File: src/hw/rtl/bsort_pkg.sv
// shared constants and helper functions for the bucket sorter
`default_nettype none

package bsort_pkg;

  localparam int BUCKETS         = 5;
  localparam int BUCKET_CAPACITY = 12;
  localparam int BUCKET_INTERVAL = 10;

  localparam int STORE_DEPTH = BUCKETS * BUCKET_CAPACITY;
  localparam int DATA_W      = 16;
  localparam int ADDR_W      = $clog2(STORE_DEPTH);
  localparam int BKT_W       = $clog2(BUCKETS);
  localparam int CNT_W       = $clog2(BUCKET_CAPACITY + 1);
  localparam int TOT_W       = $clog2(STORE_DEPTH + 1);

  // bucket index by comparison against constant thresholds, clamped at both ends
  function automatic logic [BKT_W-1:0] pick_bucket(input logic signed [DATA_W-1:0] v);
    logic [BKT_W-1:0] b;
    b = '0;
    for (int k = 1; k < BUCKETS; k++) begin
      if (int'(v) >= k * BUCKET_INTERVAL) begin
        b = BKT_W'(k);
      end
    end
    return b;
  endfunction

  function automatic logic [ADDR_W-1:0] bucket_base(input logic [BKT_W-1:0] b);
    return ADDR_W'(int'(b) * BUCKET_CAPACITY);
  endfunction

endpackage

`default_nettype wire

File: src/hw/rtl/bucket_sorter.sv
// bucket sorter top level: insertion into bucket store and sorted emission
//
// input channel (in_valid, in_stall, in_value, in_last) takes one signed
// value per transaction. the value goes to a bucket chosen by value / interval,
// clamped to the first and last bucket, and is inserted in ascending order
// into a single-port-write, registered-read store. stored entries larger than
// the value move up through the registered read port, shifting one entry
// per cycle, before the value is written into the freed slot.
// a value whose bucket is full is dropped and sets the overflow flag.
// a transaction with in_last set starts emission once inserted or dropped: every
// stored value leaves on the result channel (out_valid, out_stall, out_value_res,
// out_last_res, out_overflow) in ascending order, out_last_res on the final one,
// out_overflow the same on all results of the frame. afterwards fill counts and
// the flag clear.
// in_stall is high whenever an insertion or emission is in progress.
// a result held by out_stall keeps its payload; emission waits for it.
// synchronous active-low reset clears fill counts, flag and control state;
// store contents need no clearing.
`default_nettype none

module bucket_sorter
  import bsort_pkg::*;
(
  input  wire                     clk,
  input  wire                     rst_n,
  input  wire                     in_valid,
  output logic                    in_stall,
  input  wire signed [DATA_W-1:0] in_value,
  input  wire                     in_last,
  output logic                    out_valid,
  input  wire                     out_stall,
  output logic signed [DATA_W-1:0] out_value_res,
  output logic                    out_last_res,
  output logic                    out_overflow
);

  typedef enum logic [2:0] {
    S_IDLE,
    S_CMP,
    S_PLACE,
    S_EMIT,
    S_LOAD
  } state_t;

  state_t state_r, state_nxt;

  logic signed [DATA_W-1:0] mem [STORE_DEPTH];
  logic signed [DATA_W-1:0] rd_data_r;
  logic                     mem_we;
  logic [ADDR_W-1:0]        mem_wa;
  logic signed [DATA_W-1:0] mem_wd;
  logic                     mem_re;
  logic [ADDR_W-1:0]        mem_ra;

  logic [CNT_W-1:0] fill_r [BUCKETS];
  logic [CNT_W-1:0] fill_nxt [BUCKETS];
  logic [TOT_W-1:0] total_r, total_nxt;
  logic             dropped_r, dropped_nxt;

  logic signed [DATA_W-1:0] val_r, val_nxt;
  logic                     last_r, last_nxt;
  logic [ADDR_W-1:0]        base_r, base_nxt;
  logic [CNT_W-1:0]         k_r, k_nxt;

  logic [BKT_W-1:0] eb_r, eb_nxt;
  logic [CNT_W-1:0] ek_r, ek_nxt;
  logic [TOT_W-1:0] cnt_r, cnt_nxt;

  logic                     out_valid_r, out_valid_nxt;
  logic signed [DATA_W-1:0] out_value_r, out_value_nxt;
  logic                     out_last_r, out_last_nxt;
  logic                     out_ovf_r, out_ovf_nxt;

  logic [BKT_W-1:0] in_bkt;
  logic [BKT_W-1:0] fill_idx;
  logic [CNT_W-1:0] fill_rd;
  logic             accept;

  assign in_bkt   = pick_bucket(in_value);
  assign fill_idx = (state_r == S_IDLE) ? in_bkt : eb_r;
  assign fill_rd  = fill_r[fill_idx];
  assign accept   = in_valid && !in_stall;

  assign in_stall      = (state_r != S_IDLE);
  assign out_valid     = out_valid_r;
  assign out_value_res = out_value_r;
  assign out_last_res  = out_last_r;
  assign out_overflow  = out_ovf_r;

  always_comb begin
    state_nxt     = state_r;
    fill_nxt      = fill_r;
    total_nxt     = total_r;
    dropped_nxt   = dropped_r;
    val_nxt       = val_r;
    last_nxt      = last_r;
    base_nxt      = base_r;
    k_nxt         = k_r;
    eb_nxt        = eb_r;
    ek_nxt        = ek_r;
    cnt_nxt       = cnt_r;
    out_valid_nxt = out_valid_r && out_stall;
    out_value_nxt = out_value_r;
    out_last_nxt  = out_last_r;
    out_ovf_nxt   = out_ovf_r;
    mem_we        = 1'b0;
    mem_wa        = base_r + ADDR_W'(k_r);
    mem_wd        = val_r;
    mem_re        = 1'b0;
    mem_ra        = base_r + ADDR_W'(k_r) - ADDR_W'(2);

    case (state_r)
      S_IDLE: begin
        if (accept) begin
          val_nxt  = in_value;
          last_nxt = in_last;
          base_nxt = bucket_base(in_bkt);
          k_nxt    = fill_rd;
          eb_nxt   = '0;
          ek_nxt   = '0;
          cnt_nxt  = '0;
          if (fill_rd >= CNT_W'(BUCKET_CAPACITY)) begin
            dropped_nxt = 1'b1;
            state_nxt   = in_last ? S_EMIT : S_IDLE;
          end else begin
            fill_nxt[in_bkt] = fill_rd + CNT_W'(1);
            total_nxt        = total_r + TOT_W'(1);
            if (fill_rd == '0) begin
              state_nxt = S_PLACE;
            end else begin
              mem_re    = 1'b1;
              mem_ra    = bucket_base(in_bkt) + ADDR_W'(fill_rd) - ADDR_W'(1);
              state_nxt = S_CMP;
            end
          end
        end
      end

      S_CMP: begin
        mem_we = 1'b1;
        if (rd_data_r > val_r) begin
          mem_wd = rd_data_r;
          k_nxt  = k_r - CNT_W'(1);
          if (k_r == CNT_W'(1)) begin
            state_nxt = S_PLACE;
          end else begin
            mem_re = 1'b1;
          end
        end else begin
          state_nxt = last_r ? S_EMIT : S_IDLE;
        end
      end

      S_PLACE: begin
        mem_we    = 1'b1;
        state_nxt = last_r ? S_EMIT : S_IDLE;
      end

      S_EMIT: begin
        if (ek_r == fill_rd) begin
          if (eb_r == BKT_W'(BUCKETS - 1)) begin
            for (int b = 0; b < BUCKETS; b++) begin
              fill_nxt[b] = '0;
            end
            total_nxt   = '0;
            dropped_nxt = 1'b0;
            state_nxt   = S_IDLE;
          end else begin
            eb_nxt = eb_r + BKT_W'(1);
            ek_nxt = '0;
          end
        end else if (!out_valid_r || !out_stall) begin
          mem_re    = 1'b1;
          mem_ra    = bucket_base(eb_r) + ADDR_W'(ek_r);
          ek_nxt    = ek_r + CNT_W'(1);
          state_nxt = S_LOAD;
        end
      end

      S_LOAD: begin
        out_valid_nxt = 1'b1;
        out_value_nxt = rd_data_r;
        out_last_nxt  = (cnt_r + TOT_W'(1) == total_r);
        out_ovf_nxt   = dropped_r;
        cnt_nxt       = cnt_r + TOT_W'(1);
        state_nxt     = S_EMIT;
      end

      default: begin
        state_nxt = S_IDLE;
      end
    endcase
  end

  always_ff @(posedge clk) begin
    if (mem_we) begin
      mem[mem_wa] <= mem_wd;
    end
    if (mem_re) begin
      rd_data_r <= mem[mem_ra];
    end
  end

  always_ff @(posedge clk) begin
    if (!rst_n) begin
      state_r     <= S_IDLE;
      for (int b = 0; b < BUCKETS; b++) begin
        fill_r[b] <= '0;
      end
      total_r     <= '0;
      dropped_r   <= 1'b0;
      out_valid_r <= 1'b0;
      eb_r        <= '0;
      ek_r        <= '0;
      cnt_r       <= '0;
      k_r         <= '0;
      last_r      <= 1'b0;
    end else begin
      state_r     <= state_nxt;
      fill_r      <= fill_nxt;
      total_r     <= total_nxt;
      dropped_r   <= dropped_nxt;
      out_valid_r <= out_valid_nxt;
      eb_r        <= eb_nxt;
      ek_r        <= ek_nxt;
      cnt_r       <= cnt_nxt;
      k_r         <= k_nxt;
      last_r      <= last_nxt;
    end
    val_r       <= val_nxt;
    base_r      <= base_nxt;
    out_value_r <= out_value_nxt;
    out_last_r  <= out_last_nxt;
    out_ovf_r   <= out_ovf_nxt;
  end

endmodule

`default_nettype wire

File: config.mk
export PLATFORM = sky130hd
export DESIGN_NAME = bucket_sorter
export DESIGN_NICKNAME = d
export VERILOG_FILES = /design/src/hw/rtl/bsort_pkg.sv /design/src/hw/rtl/bucket_sorter.sv
export SDC_FILE = /design/constraint.sdc
export NUM_CORES = 1
export LEC_CHECK = 0
export BUFFER_PORTS_ARGS = -buffer_cell sky130_fd_sc_hd__buf_2
export CAP_MARGIN = 25
export CORE_ASPECT_RATIO = 1.75
export CORE_MARGIN = 1
export CORE_UTILIZATION = 26
export CTS_BUF_LIST = sky130_fd_sc_hd__clkbuf_4
export DETAILED_ROUTE_END_ITERATION = 6
export PLACE_DENSITY_LB_ADDON = 0.05
export SLEW_MARGIN = 20
export SYNTH_ARGS = -nofsm -noshare
export SYNTH_HDL_FRONTEND = slang
export SYNTH_SLANG_ARGS = --single-unit
File: constraint.sdc
create_clock -name clk -period 7.1 [get_ports clk]
set_input_delay 0.355 -clock clk [delete_from_list [all_inputs] [get_ports clk]]
set_output_delay 0.355 -clock clk [all_outputs]
set_load 0.02 [all_outputs]
[After elaboration in Yosys (flattened, before gate mapping)]
Memory sizes are Yosys's and may differ from the RTL's. A register that Yosys moved wholly into a read port is not among the register bits.
Cells that the tools add are included.
Storage, ports and cells
  flip-flop bits (word level): 87
  RAM bits: 960
  bits of input ports: 21
  output and inout bits: 20
  word-level logic and storage cells: 156
  memories: 1
Memories
  mem: depth 60, bits a word 16, read ports 1, clocked after memory_dff 1, wr ports 1, line bucket_sorter.sv:47  | logic signed [DATA_W-1:0] mem [STORE_DEPTH];
Operators by class
  add/subtract/negate cells: 11
  multipliers: 2
  order comparisons: 9
  eq/ne operators: 19
  mux-type cells: 71
  bitwise logic cells: 2
  reductions and logical operators: 22
Operator list (count)
  20-bit two-way mux: 4
  6-bit two-way mux: 10
  20-bit one-hot mux with 2 select lines: 1
  3-bit two-way mux: 13
  4-bit two-way mux: 9
  6-bit one-hot mux with 2 select lines: 3
  16-bit by 6-bit greater-or-equal comparator with 1-bit output, second input constant: 2
  16-bit two-way mux: 2
  20-bit bitwise mux: 1
  6-bit by 4-bit adder with 6-bit output: 3
  16-bit by 5-bit greater-or-equal comparator with 1-bit output, second input constant: 1
  16-bit by 7-bit greater-or-equal comparator with 1-bit output, second input constant: 1
  16-bit > comparator: 1
  1-bit two-way mux: 16
  4-bit one-hot mux with 2 select lines: 2
  3-bit one-hot mux with 5 select lines: 1
  6-bit by 1-bit adder with 6-bit output, second input constant: 2
  4-bit binary-select mux with 3-bit select: 1
  4-bit demux with 3-bit select: 1
  4-bit greater-or-equal comparator, second input constant: 3
  2-bit != test, second input constant: 6
  3-bit != test, second input constant: 4
  4-bit AND reduction: 3
  5-bit AND reduction: 2
  29 further kinds: 44

[Depth between registers and ports, before layout]
  depth in word-level cells: 16
  gate-level depth with buffers: 25
  gate-level depth less buffers: 21

[Worst setup path before layout]
No wires, ideal clock.
  kind: reg-to-reg
  from: reg rd_data_r[1] (read register of mem)
  to: mem mem[0][15] (data pin)
  setup time: 0.671 ns
  arrival: 5.003 ns
  required time: 6.429 ns
  slack: 1.426 ns
  stages on the path, launching flop included: 15
  buffers on the path: 1
  clock period less this slack: 5.674 ns
  path through: edfxtp_1 > ha_1 > nor2b_1 > o21a_1 > o21a_1 > o21a_1 > o21a_1 > o21a_1 > o21a_1 > o21ai_0 > a21boi_0 > o21ai_0 > nor2_1 > clkbuf_1 > o21ai_0
Between the ends
  longest elaborated chain between the ends: 3
Ends and longest elaborated chain
  start: declaration: line bucket_sorter.sv:48  | logic signed [DATA_W-1:0] rd_data_r;
  16-bit > comparator: line bucket_sorter.sv:141  | if (rd_data_r > val_r) begin
  16-bit two-way mux: line bucket_sorter.sv:141
  16-bit two-way mux: line bucket_sorter.sv:112  | case (state_r)
  named net mem_wd[15]: line bucket_sorter.sv:51  | logic signed [DATA_W-1:0] mem_wd;
  end: declaration: line bucket_sorter.sv:47
The timed path passes the listed nets, and every way through them passes these cells.

[Worst setup path in the final report]
  from: reg state_r[0]
  to: reg rd_data_r[3] (read register of mem) (data pin)
Between the ends
  longest elaborated chain between the ends: 12
  elaborated cells on any way between the ends: 26
  those cells by class: add/sub: 2; order compare: 1; eq/ne: 3; mux: 14; bitwise: 1; reduce/logical: 5
Ends and longest elaborated chain
  start: declaration: line bucket_sorter.sv:45  | state_t state_r, state_nxt;
  start signal: assignment: line bucket_sorter.sv:219  | state_r <= state_nxt;
  3-bit zero test: line bucket_sorter.sv:80, bucket_sorter.sv:112
  3-bit two-way mux: line bucket_sorter.sv:80  | assign fill_idx = (state_r == S_IDLE) ? in_bkt : eb_r;
  3-bit inverter with 4-bit output (not written as such): line bucket_sorter.sv:81  | assign fill_rd = fill_r[fill_idx];
  4-bit binary-select mux with 3-bit select: line bucket_sorter.sv:81
  4-bit two-way mux (not written as such) (2 in series): line bucket_sorter.sv:81
  6-bit by 4-bit adder with 6-bit output: line bucket_sorter.sv:132  | mem_ra = bucket_base(in_bkt) + ADDR_W'(fill_rd) - ADDR_W'(1);
  6-bit by 1-bit subtractor with 6-bit output: line bucket_sorter.sv:132
  6-bit two-way mux: line bucket_sorter.sv:128  | if (fill_rd == '0) begin
  6-bit two-way mux: line bucket_sorter.sv:122  | if (fill_rd >= CNT_W'(BUCKET_CAPACITY)) begin
  6-bit two-way mux: line bucket_sorter.sv:114  | if (accept) begin
  6-bit one-hot mux with 2 select lines: line bucket_sorter.sv:112
Parallel ways exist; a longest one is shown, timed or not. The select of a mux whose other input is x is not followed.
A chain may end at the register's enable or synchronous reset.

==> results.tsv <==
stage	metric	value	unit
cts	clk_latency	1.12	ns
sta	period_needed	6.32	ns
yosys	ys_async_sr_fraction	0	%
floorplan	dieArea	0.170	mm2
finish	drive_gt1_share	20.1	%
yosys	yosysUniqueCellTypes	82	
floorplan	pin_count	41	
sta	setup_viol	0	
setup_path	worstPathRequired	7.95	ns
pwr	fin_total_pwr	24.5	mW
finish	area_growth	18.0	%
sta	worst_pin_slew	1.01	ns
pwr	ir_drop	0.390	mV
detailed_routing	wire_per_inst	27.3	um
pwr	p_leak	18.1	nW
sta	drv_slew	0	
yosys	synth_cells	3139	
outcome	status	finished, final reports clean	
grt	overflow	0	
setup_path	arrival	7.17	ns
cts	clockRootBuffer	clkbuf_4	
sta	slew_headroom	32.6	%
finish	final_cell_mix	1014 x edfxtp_1, 701 x nand2_1, 393 x clkbuf_4	
cts	cts.htree.levels	5	
cts	cts_tree	done	
cts	clockBufferDepth	4	
floorplan	die_w	312	um
grt	grt_usage	18.9	%
finish	nets	3599	
detailed_routing	routed_via_density	4.78	
finish	fill_cells	16700	
detailed_routing	wl	162	mm
setup_path	start_kind	flop	
floorplan	rows	198	
setup_path	cp-end-kind	flop	
cts	cts_made_buffers	281	
job	maxCapViolations	0	
yosys	syn_nets	3207	
yosys	syn_area	0.0437	mm2
finish	multi_input_area	0.0115	mm2
sta	clock_skew	0.102	ns
pwr	pwr_density_cell	476	mW/mm2
sta	hold_violations	0	
yosys	ys_seq_area_share	71.8	%
yosys	synth_area_per_cell	13.9	um2
yosys	synth_edf_count	1014	
grt	grt_antenna_before_repair	9	
cts	clk_pin_slew	0.07	ns
placement	post-dp-hpwl	108	mm
finish	final_common_cell	edfxtp_1	
placement	pre_cts_slack	0.356	ns
sta	post-route-period-util	89.0	%
detailed_routing	postRouteAntennaNets	0	
detailed_routing	dr.first_iter.drc_count	1489	
yosys	synth-seq-cells	1063	
floorplan	design.core.area	0.167	mm2
sta	tns	0	ns
yosys	yosys_warnings	0	
setup_path	crit_fanout	22	
placement	gp_congestion	0.837	
detailed_routing	firstDrtPassIters	5	
setup_path	crit_type	flop to flop	
floorplan	start_util	26.2	%
placement	port_buffers	40	
grt	grt_max_degree	131	
yosys	yosys_most_used_dff	edfxtp_1	
detailed_routing	drc	0	
sta	max_freq	158	MHz
cts	clock_sinks	1063	
sta	rsz0062_at_grt	false	
worst_hold_path	hp-class	input pin to flop	
floorplan	die_h	545	um
grt	grt_pass1_vias	29600	
finish	regArea	0.0314	mm2
detailed_routing	vias	28300	
grt	grt_pass1_wl	226	mm
sta	fin_ws	0.783	ns
==> power breakdown <==
part | switching (mW) | internal, mW | total [mW]
combinational | 7.99 | 3.24 | 11.2
sequential | 0.247 | 7.75 | 8.00
clock | 2.60 | 2.71 | 5.31
==> flip-flops by register name, summed over array words and instances (netlist names), 3 cells and up <==
name           count
mem              960
fill_r            20
out_value_res     16
rd_data_r         16
val_r             16
cnt_r              6
total_r            6
base_r             4
ek_r               4
k_r                4
eb_r               3
state_r            3
==> Yosys cell counts (14+ instances only) <==
cell	number	area (um2)
a21oi_1	84	420
buf_1	15	56.3
buf_2	43	215
mux4_2	34	766
xor2_1	15	131
nand2_1	703	2640
clkbuf_1	92	345
o211ai_1	25	188
o32ai_1	16	140
and4_1	19	166
a2111oi_0	14	123
o21ai_0	44	220
nor2_1	110	413
nor2b_1	17	106
and2_1	17	106
dfxtp_1	49	981
inv_1	35	131
edfxtp_1	1014	30400
a2111o_1	15	169
xnor2_1	24	210
a32oi_1	82	718
o21ai_1	14	70.1
mux2i_1	120	1200
ha_1	43	538
nand4_1	29	181
nand3_1	247	1240
and3_1	25	156
a31oi_1	28	175
==> logic make-up after synthesis <==
kind of cell	Yosys count	share of synthesized area [%]
xor+xnor	41	0.855
buf+inv	218	2.44
simple gates	1208	12.2
flops	1063	71.8
mux	156	4.55
fa+ha+maj	47	1.41
compound gates	406	6.74
==> critical path, cell delays in order, from the launching register on <==
cell and delay, ns:
dfxtp_1 0.41, nor3_4 0.23, inv_2 0.21, and3_1 0.25
a31oi_1 0.15, o211ai_1 0.11, a222oi_1 0.43, inv_1 0.14
ha_1 0.26, fa_1 0.57, a41o_1 0.22, a221oi_1 0.43
nor2_4 0.28, buf_4 0.23, nand3_1 0.59, a21oi_1 0.07
a2111oi_0 0.84, buf_4 0.24, o21ai_1 0.12, and4_1 0.22
==> repair_timing <==
item,CTS,global route
hold endpoints to repair,72,0
buffers inserted,0,0
gates resized for setup,0,0
hold buffers,39,0
==> metal layers <==
layer | track usage, % | vias to the layer above | share of wire, %
met5 | 0 | - | 0.017
met4 | 9.73 | 4 | 5.1
met3 | 2.88 | 307 | 3.6
met2 | 36.0 | 770 | 54
met1 | 19.9 | 14400 | 37
li1 | - | 12800 | -
==> stage by stage <==
step                instances  util, %  hold slack [ns]  cell area [um2]
CTS                      5898     30.9            0.246            51600
global placement         5402     28.6            0.488            47700
floorplan                3139        -            0.402            43700
detailed placement       5409     28.7            0.497            47800
finish                   5915     31.0            0.367            51600
global route             5912     30.9            0.331            51600
==> final cells by class <==
type	count	share of cell area (%)
sequential	1063	60.9
multi-input combinational	1858	22.3
clock buffer	393	5.72
tap	2200	5.33
timing repair buffer	289	4.69
clock inverter	57	0.723
inverter	38	0.276
antenna	17	0.0824
==> path summary, 6_finish.rpt <==
kind	from	endpoint	slack, ns	depth (start not counted)
worst max-delay path	state_r[0]	rd_data_r[3]	0.78	19
worst max register to register	state_r[0]	rd_data_r[3]	0.78	19
worst min register to register	cnt_r[1]	cnt_r[1]	0.50	2
worst min-delay path	in_value[8]	base_r[2]	0.37	5
No activity file was read; power rests on OpenSTA's default activity.
